==> config.mk <==
export PLATFORM = sky130hd
export DESIGN_NAME = encoder_tuned_dds_square_generator
export DESIGN_NICKNAME = d
export VERILOG_FILES = /design/src/rtl/core/edsq_pkg.sv /design/src/rtl/core/encoder_tuned_dds_square_generator.sv /design/src/rtl/core/edsq_core.sv
export VERILOG_INCLUDE_DIRS = /design/src /design/src/rtl/core
export SDC_FILE = /design/constraint.sdc
export NUM_CORES = 1
export LEC_CHECK = 0
export BUFFER_PORTS_ARGS = -buffer_cell sky130_fd_sc_hd__buf_4
export CAP_MARGIN = 40
export CORE_MARGIN = 1.5
export CORE_UTILIZATION = 69
export CTS_CLUSTER_DIAMETER = 30
export DETAILED_ROUTE_END_ITERATION = 8
export GPL_TIMING_DRIVEN = 0
export HOLD_SLACK_MARGIN = 0.12
export MAX_ROUTING_LAYER = met4
export PLACE_DENSITY = 0.88
export SYNTH_ARGS = -nofsm -noshare
export SYNTH_HDL_FRONTEND = slang
export SYNTH_HIERARCHICAL = 1
export SYNTH_SLANG_ARGS = --single-unit
==> constraint.sdc <==
create_clock -name clk -period 28.8 [get_ports clk]
set_clock_uncertainty 0.15 [all_clocks]
set_input_delay 5.76 -clock clk [delete_from_list [all_inputs] [get_ports clk]]
set_output_delay 5.76 -clock clk [all_outputs]
set_load 0.01 [all_outputs]
==> src/rtl/core/encoder_tuned_dds_square_generator_assert.svh <==
// Assertion helpers shared by the generator RTL.
`ifndef ENCODER_TUNED_DDS_SQUARE_GENERATOR_ASSERT_SVH
`define ENCODER_TUNED_DDS_SQUARE_GENERATOR_ASSERT_SVH

// Same-cycle implication, checked outside reset.
`define EDSQ_ASSERT_IMP(lbl, ante, cons, msg) \
  lbl: assert property (@(posedge clk) disable iff (rst) (ante) |-> (cons)) \
    else $error(msg);

// Next-cycle implication, checked outside reset.
`define EDSQ_ASSERT_NXT(lbl, ante, cons, msg) \
  lbl: assert property (@(posedge clk) disable iff (rst) (ante) |=> (cons)) \
    else $error(msg);

`endif

==> src/rtl/core/edsq_pkg.sv <==
`default_nettype none

package edsq_pkg;

  localparam int FREQ_W = 13;
  localparam int MOD_W  = 31;
  localparam int GAIN_W = 16;
  localparam int INC_W  = 30;
  localparam int CNT_W  = 2;

  // operation codes
  localparam logic OP_TICK   = 1'b0;
  localparam logic OP_SAMPLE = 1'b1;

  // register indexes (word address)
  localparam logic [2:0] REG_ACCUM_MODULUS = 3'd0;
  localparam logic [2:0] REG_FREQ_GAIN     = 3'd1;
  localparam logic [2:0] REG_FREQ_STEP     = 3'd2;
  localparam logic [2:0] REG_FREQ_UPPER    = 3'd3;
  localparam logic [2:0] REG_FREQ_LOWER    = 3'd4;

  localparam logic [MOD_W-1:0]  RST_ACCUM_MODULUS = 31'd1875000000;
  localparam logic [GAIN_W-1:0] RST_FREQ_GAIN     = 16'd60000;
  localparam logic [FREQ_W-1:0] RST_FREQ_STEP     = 13'd100;
  localparam logic [FREQ_W-1:0] RST_FREQ_UPPER    = 13'd5000;
  localparam logic [FREQ_W-1:0] RST_FREQ_LOWER    = 13'd100;

  localparam logic [CNT_W-1:0] CNT_MAX = 2'd3;
  localparam logic [CNT_W-1:0] CNT_ONE = 2'd1;

  typedef struct packed {
    logic [MOD_W-1:0]  accum_modulus;
    logic [GAIN_W-1:0] freq_gain;
    logic [FREQ_W-1:0] freq_step;
    logic [FREQ_W-1:0] freq_upper;
    logic [FREQ_W-1:0] freq_lower;
  } cfg_t;

  // packed with wave_level in bit 0, as on the output bus
  typedef struct packed {
    logic [FREQ_W-1:0] frequency_now;
    logic              toggled;
    logic              wave_level;
  } result_t;

endpackage

`default_nettype wire

==> src/rtl/core/encoder_tuned_dds_square_generator.sv <==
`default_nettype none
// An accepted transaction's result is registered in the output register or skid entry.
// Throughput: one transaction per clock while s_tready is high; the accumulator
// add/compare/subtract and the frequency-times-gain multiply finish in the accepting cycle.
// A two-entry output buffer keeps s_tready high during a stall until the skid entry fills.
// Synchronous active-high rst: clears accumulator, frequency, counters and wave level,
// empties the output buffer and restores the register defaults.

module encoder_tuned_dds_square_generator #(
  parameter int ACCUM_BITS = 32
) (
  input  wire         clk,
  input  wire         rst,
  // stream in
  input  wire         s_tvalid,
  output logic        s_tready,
  input  wire  [7:0]  s_tdata,   // [0] right_active, [1] left_active, [7:2] zero
  input  wire         s_tuser,   // [0] operation
  // stream out
  output logic        m_tvalid,
  input  wire         m_tready,
  output logic [15:0] m_tdata,   // [0] wave_level, [1] toggled, [14:2] frequency_now, [15] zero
  // register port
  input  wire         psel,
  input  wire         penable,
  input  wire         pwrite,
  input  wire  [4:0]  paddr,
  input  wire  [31:0] pwdata,
  output logic [31:0] prdata,
  output logic        pready
);

  `include "encoder_tuned_dds_square_generator_assert.svh"

  edsq_pkg::cfg_t    cfg;
  edsq_pkg::result_t res;
  edsq_pkg::result_t out_data;
  edsq_pkg::result_t skid_data;
  logic              skid_valid;
  logic              accept;
  logic              cfg_write;
  logic [2:0]        reg_index;

  assign pready    = 1'b1;
  assign reg_index = paddr[4:2];
  assign cfg_write = psel && penable && pwrite && pready;

  always_ff @(posedge clk) begin
    if (rst) begin
      cfg.accum_modulus <= edsq_pkg::RST_ACCUM_MODULUS;
      cfg.freq_gain     <= edsq_pkg::RST_FREQ_GAIN;
      cfg.freq_step     <= edsq_pkg::RST_FREQ_STEP;
      cfg.freq_upper    <= edsq_pkg::RST_FREQ_UPPER;
      cfg.freq_lower    <= edsq_pkg::RST_FREQ_LOWER;
    end else if (cfg_write) begin
      unique case (reg_index)
        edsq_pkg::REG_ACCUM_MODULUS: cfg.accum_modulus <= pwdata[edsq_pkg::MOD_W-1:0];
        edsq_pkg::REG_FREQ_GAIN:     cfg.freq_gain     <= pwdata[edsq_pkg::GAIN_W-1:0];
        edsq_pkg::REG_FREQ_STEP:     cfg.freq_step     <= pwdata[edsq_pkg::FREQ_W-1:0];
        edsq_pkg::REG_FREQ_UPPER:    cfg.freq_upper    <= pwdata[edsq_pkg::FREQ_W-1:0];
        edsq_pkg::REG_FREQ_LOWER:    cfg.freq_lower    <= pwdata[edsq_pkg::FREQ_W-1:0];
        default: ;
      endcase
    end
  end

  always_comb begin
    unique case (reg_index)
      edsq_pkg::REG_ACCUM_MODULUS: prdata = {1'b0, cfg.accum_modulus};
      edsq_pkg::REG_FREQ_GAIN:     prdata = {16'd0, cfg.freq_gain};
      edsq_pkg::REG_FREQ_STEP:     prdata = {19'd0, cfg.freq_step};
      edsq_pkg::REG_FREQ_UPPER:    prdata = {19'd0, cfg.freq_upper};
      edsq_pkg::REG_FREQ_LOWER:    prdata = {19'd0, cfg.freq_lower};
      default:                     prdata = '0;
    endcase
  end

  assign s_tready = !skid_valid;
  assign accept   = s_tvalid && s_tready;

  edsq_core #(
    .ACCUM_BITS(ACCUM_BITS)
  ) u_core (
    .clk          (clk),
    .rst          (rst),
    .in_valid     (accept),
    .operation    (s_tuser),
    .right_active (s_tdata[0]),
    .left_active  (s_tdata[1]),
    .cfg          (cfg),
    .result       (res)
  );

  // output register plus skid entry
  always_ff @(posedge clk) begin
    if (rst) begin
      m_tvalid   <= 1'b0;
      skid_valid <= 1'b0;
    end else if (!m_tvalid || m_tready) begin
      if (skid_valid) begin
        m_tvalid   <= 1'b1;
        skid_valid <= 1'b0;
      end else begin
        m_tvalid <= accept;
      end
    end else if (accept) begin
      skid_valid <= 1'b1;
    end
  end

  always_ff @(posedge clk) begin
    if (!m_tvalid || m_tready) begin
      if (skid_valid) begin
        out_data <= skid_data;
      end else if (accept) begin
        out_data <= res;
      end
    end else if (accept) begin
      skid_data <= res;
    end
  end

  assign m_tdata = {1'b0, out_data};

  `EDSQ_ASSERT_IMP(a_skid_behind_out, skid_valid, m_tvalid,
    "skid entry held while output register is empty")
  `EDSQ_ASSERT_NXT(a_stall_fills_skid, m_tvalid && !m_tready && accept,
    skid_valid && m_tvalid, "transaction accepted during stall was not buffered")
  `EDSQ_ASSERT_NXT(a_drain_skid, skid_valid && m_tready, !skid_valid && m_tvalid,
    "skid entry not moved to output when drained")

endmodule

`default_nettype wire

==> src/rtl/core/edsq_core.sv <==
`default_nettype none

module edsq_core #(
  parameter int ACCUM_BITS = 32
) (
  input  wire                    clk,
  input  wire                    rst,
  input  wire                    in_valid,
  input  wire                    operation,
  input  wire                    right_active,
  input  wire                    left_active,
  input  wire edsq_pkg::cfg_t    cfg,
  output edsq_pkg::result_t      result
);

  `include "encoder_tuned_dds_square_generator_assert.svh"

  localparam int CMP_W = (ACCUM_BITS > edsq_pkg::MOD_W) ? ACCUM_BITS : edsq_pkg::MOD_W;
  localparam int PROD_W = edsq_pkg::FREQ_W + edsq_pkg::GAIN_W;

  logic [ACCUM_BITS-1:0]         phase_accum;
  logic [ACCUM_BITS-1:0]         phase_accum_next;
  logic [edsq_pkg::INC_W-1:0]    phase_increment;
  logic [edsq_pkg::INC_W-1:0]    phase_increment_next;
  logic [edsq_pkg::FREQ_W-1:0]   frequency_setting;
  logic [edsq_pkg::FREQ_W-1:0]   frequency_setting_next;
  logic [edsq_pkg::CNT_W-1:0]    right_count;
  logic [edsq_pkg::CNT_W-1:0]    right_count_next;
  logic [edsq_pkg::CNT_W-1:0]    left_count;
  logic [edsq_pkg::CNT_W-1:0]    left_count_next;
  logic                          wave_bit;
  logic                          wave_bit_next;

  logic [CMP_W-1:0]              sum_wide;
  logic [ACCUM_BITS-1:0]         sum;
  logic [CMP_W-1:0]              diff_wide;
  logic                          wrap;
  logic [edsq_pkg::CNT_W-1:0]    r_cnt;
  logic [edsq_pkg::CNT_W-1:0]    l_cnt;
  logic [edsq_pkg::FREQ_W:0]     up_sum;
  logic [edsq_pkg::FREQ_W:0]     low_sum;
  logic [edsq_pkg::FREQ_W-1:0]   freq_new;
  logic                          freq_change;
  logic [PROD_W-1:0]             product;

  // tick path: one add, one compare, one subtract
  always_comb begin
    sum_wide  = CMP_W'(phase_accum) + CMP_W'(phase_increment);
    sum       = sum_wide[ACCUM_BITS-1:0];
    wrap      = CMP_W'(sum) >= CMP_W'(cfg.accum_modulus);
    diff_wide = CMP_W'(sum) - CMP_W'(cfg.accum_modulus);
  end

  // encoder path
  always_comb begin
    r_cnt       = right_count;
    l_cnt       = left_count;
    freq_new    = frequency_setting;
    freq_change = 1'b0;
    up_sum      = {1'b0, frequency_setting} + {1'b0, cfg.freq_step};
    low_sum     = {1'b0, cfg.freq_lower} + {1'b0, cfg.freq_step};

    if (right_active) begin
      r_cnt = '0;
    end else if (right_count < edsq_pkg::CNT_MAX) begin
      r_cnt = right_count + 1'b1;
    end

    if (r_cnt == edsq_pkg::CNT_ONE && left_active) begin
      // step up; left counter untouched on this sample
      if (up_sum <= {1'b0, cfg.freq_upper}) begin
        freq_new    = up_sum[edsq_pkg::FREQ_W-1:0];
        freq_change = 1'b1;
      end
    end else begin
      if (left_active) begin
        l_cnt = '0;
      end else if (left_count < edsq_pkg::CNT_MAX) begin
        l_cnt = left_count + 1'b1;
      end
      if (l_cnt == edsq_pkg::CNT_ONE && right_active &&
          {1'b0, frequency_setting} >= low_sum) begin
        freq_new    = frequency_setting - cfg.freq_step;
        freq_change = 1'b1;
      end
    end

    product = PROD_W'(freq_new) * PROD_W'(cfg.freq_gain);
  end

  always_comb begin
    phase_accum_next       = phase_accum;
    phase_increment_next   = phase_increment;
    frequency_setting_next = frequency_setting;
    right_count_next       = right_count;
    left_count_next        = left_count;
    wave_bit_next          = wave_bit;
    result.toggled         = 1'b0;

    if (in_valid) begin
      if (operation == edsq_pkg::OP_TICK) begin
        if (wrap) begin
          phase_accum_next = diff_wide[ACCUM_BITS-1:0];
          wave_bit_next    = ~wave_bit;
          result.toggled   = 1'b1;
        end else begin
          phase_accum_next = sum;
        end
      end else begin
        right_count_next       = r_cnt;
        left_count_next        = l_cnt;
        frequency_setting_next = freq_new;
        if (freq_change) begin
          phase_increment_next = edsq_pkg::INC_W'(product);
        end
      end
    end

    result.wave_level    = wave_bit_next;
    result.frequency_now = frequency_setting_next;
  end

  always_ff @(posedge clk) begin
    if (rst) begin
      phase_accum       <= '0;
      phase_increment   <= '0;
      frequency_setting <= '0;
      right_count       <= '0;
      left_count        <= '0;
      wave_bit          <= 1'b0;
    end else begin
      phase_accum       <= phase_accum_next;
      phase_increment   <= phase_increment_next;
      frequency_setting <= frequency_setting_next;
      right_count       <= right_count_next;
      left_count        <= left_count_next;
      wave_bit          <= wave_bit_next;
    end
  end

  `EDSQ_ASSERT_NXT(a_sample_keeps_phase,
    !rst && in_valid && operation == edsq_pkg::OP_SAMPLE, $stable(phase_accum),
    "phase accumulator moved on an encoder sample")
  `EDSQ_ASSERT_NXT(a_tick_keeps_freq,
    !rst && in_valid && operation == edsq_pkg::OP_TICK, $stable(frequency_setting),
    "frequency changed on a tick")
  `EDSQ_ASSERT_IMP(a_toggle_on_tick, result.toggled,
    in_valid && operation == edsq_pkg::OP_TICK && result.wave_level != wave_bit,
    "toggle flag without a tick that flips the level")

endmodule

`default_nettype wire
==> reports/results.txt <==
status: completed
die area: 31170 sq um
CP max FO: 10
CP max stage cell: a221oi_2
ys async rst share: 0%
Hold Crit Class: flip-flop to flip-flop
Via density: 6.292
GRT overflow: 0
cts-stage hold buffer count: 0
multi-input logic area: 14850 sq um
Final Setup Violations: 0
Skew-Pair Late Insertion Delay: 0.47 ns
xor/xnor share of the synthesized area: 4.214%
layout cell share with drive strength beyond 1: 9.874%
R2R setup slack: 16.34 ns
drt total wl: 64630 um
TNS Setup: 0 ns
Slew @ Worst Pin: 0.9272 ns
leak pwr: 10.55 nW
post-synthesis compound-gate area fraction: 15.80%
# rows: 63
CP Launch Type: primary input
fmax: 69.98 MHz
Post-CTS Resized: 0
crit path time final: 14.29 ns
Crit Path Category: primary input to flip-flop
fill count: 2170
Final Cycle Share: 49.62%
RR Endpoint: u_core/phase_increment[28]
distinct cell type count of the synthesized netlist: 95
CTS max path bufs: 2
Pwr Total: 0.001471 W
Synth warnings: 6
worst endpoint required time: 29.03 ns
initial antenna violation count: 2
Most common cell on crit path: fa_1
Net count, final: 2929
Rel. slew slack: 38.19%
die width: 176.6 um
post-synthesis cell count: 2407
largest family of logic cells by synthesized area: adder cells
Min Hold Slack: 0.3164 ns
first-pass GRT wire length: 100300 um
hold_sp: u_core/phase_increment[10]
hpwl dp: 51160 um
core box area: 29640 sq um
Via Count: 18400
Synth Cell Area: 20780 sq um
Setup Buffers After CTS: 0
PwrDens: 65.07 nW/um^2
Sink Count: 197
Layout area overhead: 8.735%
largest net degree at the start of global routing: 23
GRT Total Usage: 43.48%
Synth Area in Adders: 27.23%
Main synth FF type: dfxtp_1
worst hold stages: 2
register area: 4244 sq um
critical path data arrival time: 14.52 ns
Final Hold Vio Count: 0
DRT Pass-1 Iters: 6
Worst R2R Start: cfg[0]
CP peak stage delay: 0.71 ns
cts bufs inserted: 17
Starting Density: 70.12%
port buffer count: 90
RSZ-0062 raised after global routing: no
Register-to-Register Path Depth: 45
Die Height: 176.6 um
syn avg cell area: 8.635 sq um
CTS clock-pin slew for the worst setup and hold paths: 0.07 ns
Placer Congestion: 1.046
Simple-Gate Fraction of Synth Area: 17.87%
fin. max-slew vios: 0
H-tree levels: 4
CTS tree: built
DRC Markers: 0
Yosys reg bits: 197
initial drt markers: 1869
maximum VDD drop: 0.1173 mV
fraction of synthesized area in multiplexers: 6.237%
routed length per instance: 22.10 um
clk root buf: clkbuf_16
IO Pins: 104
Setup crit end kind: flip-flop
post-synthesis sequential area ratio: 20.42%
WHS Endpoint: u_core/phase_increment[10]
max-cap viol count: 0
Post-synth EDFFs: 30
vias in the first global route: 18290
ANT nets after route: 0
[per-stage QoR]
| stage | cells | worst slack [ns] | utilization, % | area (sq um) |
|---|---|---|---|---|
| finish | 2925 | 14.51 | 76.25 | 22600 |
| global route | 2925 | 14.02 | 76.25 | 22600 |
| CTS | 2922 | 14.68 | 76.22 | 22590 |
| detailed placement | 2890 | 14.26 | 74.13 | 21970 |
| global placement | 2888 | 14.37 | 74.06 | 21950 |
| floorplan | 2408 | 15.80 | - | 20790 |
[worst max-delay path, delay by kind of cell]
| kind | cells | cell delay [ns] |
|---|---|---|
| adders and majority gates | 6 | 3.02 |
| AOI/OAI and AO/OA | 12 | 3.24 |
| and+or+nand+nor | 7 | 1.64 |
| buffers and inverters | 5 | 0.62 |
| xor gates and xnor gates | 1 | 0.24 |
[Yosys cell counts, drive strengths merged (6+ instances only)]
library cell / count / area, sq um
mux2: 28 / 315.3
nor3: 29 / 166.4
a22oi: 28 / 210.2
o21bai: 19 / 142.6
a211o: 11 / 96.34
xnor2: 68 / 595.6
nor2b: 58 / 362.9
and2: 93 / 581.8
a21o: 36 / 270.3
ha: 198 / 2477
a21oi: 144 / 732.0
o22a: 6 / 52.55
fa: 159 / 3183
o211ai: 6 / 50.05
a211oi: 46 / 350.3
a31o: 6 / 52.55
o31ai: 12 / 90.09
inv: 306 / 1149
a22o: 7 / 61.31
a31oi: 11 / 81.32
nand2: 212 / 805.8
a311oi: 7 / 61.31
nor2: 161 / 621.8
nand3b: 7 / 68.82
nand4: 8 / 50.05
dfxtp: 167 / 3343
clkbuf: 57 / 216.5
nand3: 38 / 202.7
o22ai: 16 / 100.1
xor2: 32 / 280.3
edfxtp: 30 / 900.9
o21ai: 51 / 266.5
o21a: 23 / 176.4
mux2i: 98 / 980.9
and3: 24 / 150.1
a221oi: 6 / 58.80
buf: 51 / 335.3
nand2b: 71 / 444.2
[final cells by class]
class | count | area share (%)
inverters | 306 | 5.082
repair buffers | 92 | 3.056
clock inverters | 15 | 0.8637
flip-flops and latches | 197 | 18.78
multi-input cells | 1797 | 65.70
plain buffers | 108 | 2.442
well taps | 390 | 2.159
diodes | 3 | 0.03322
clock buffers | 17 | 1.882
[worst max-delay path by stage]
stage / from / to / slack, ns / cells past startpoint
after floorplan: s_tdata[0] / u_core/phase_increment[28] / 15.80 / 31
after global placement: s_tdata[0] / u_core/phase_increment[28] / 14.37 / 31
after detailed placement: s_tdata[0] / u_core/phase_increment[28] / 14.26 / 31
after CTS: s_tdata[0] / u_core/phase_increment[28] / 14.68 / 31
after global routing: s_tdata[0] / u_core/phase_increment[28] / 14.02 / 31
final: s_tdata[0] / u_core/phase_increment[28] / 14.51 / 31
[cells in the final DEF, fill, tap and decap left out, types with 17 or more instances in the layout]
master and count:
nor3_1 26, o21ai_0 41, nor2b_1 58, and3_1 24, inv_1 306, dfxtp_1 167
mux2_2 27, nand2b_1 71, a22oi_1 28, mux2i_1 98, buf_4 110, nand2_1 210
xor2_1 32, o21a_1 20, o21bai_1 19, nand3_1 37, nor2_1 156, xnor2_1 68
and2_1 93, clkbuf_16 17, fa_1 159, a211oi_1 45, a21oi_1 141, clkbuf_1 55
a21o_1 36, buf_2 25, ha_1 198, edfxtp_1 30
[registers in the layout, indices dropped and copies added (netlist names)]
| signal | flops |
|---|---|
| skid_data | 15 |
| u_core/left_count | 2 |
| u_core/frequency_setting | 13 |
| u_core/phase_increment | 29 |
| cfg | 86 |
| u_core/wave_bit | 1 |
| u_core/phase_accum | 32 |
| m_tdata | 15 |
| u_core/right_count | 2 |
| m_tvalid | 1 |
| skid_valid | 1 |
[layer usage]
layer	track usage (%)	vias to the layer above	routed length [um]
li1	-	8361	-
met1	55.64	8799	26060
met2	65.00	1048	28630
met3	9.948	196	6577
met4	21.15	0	3371
met5	-	-	0
[logic make-up (layout without fill, tap and decap cells)]
| kind of cell | after synthesis | after routing |
|---|---|---|
| other | 2 | 6 |
| AO/OA/AOI/OAI | 478 | 478 |
| AND/OR/NAND/NOR | 733 | 733 |
| adder cells (fa/ha/maj) | 357 | 357 |
| flip-flops | 197 | 197 |
| XOR/XNOR | 100 | 100 |
| buffers and inverters | 414 | 538 |
| multiplexers | 126 | 126 |
[report_power, final]
part           internal [W]  switching [W]
logic              0.000366       0.000542
clock network      0.000120       0.000135
registers          0.000295      0.0000133
total              0.000781       0.000690
No activity file was read; power rests on OpenSTA's default activity.
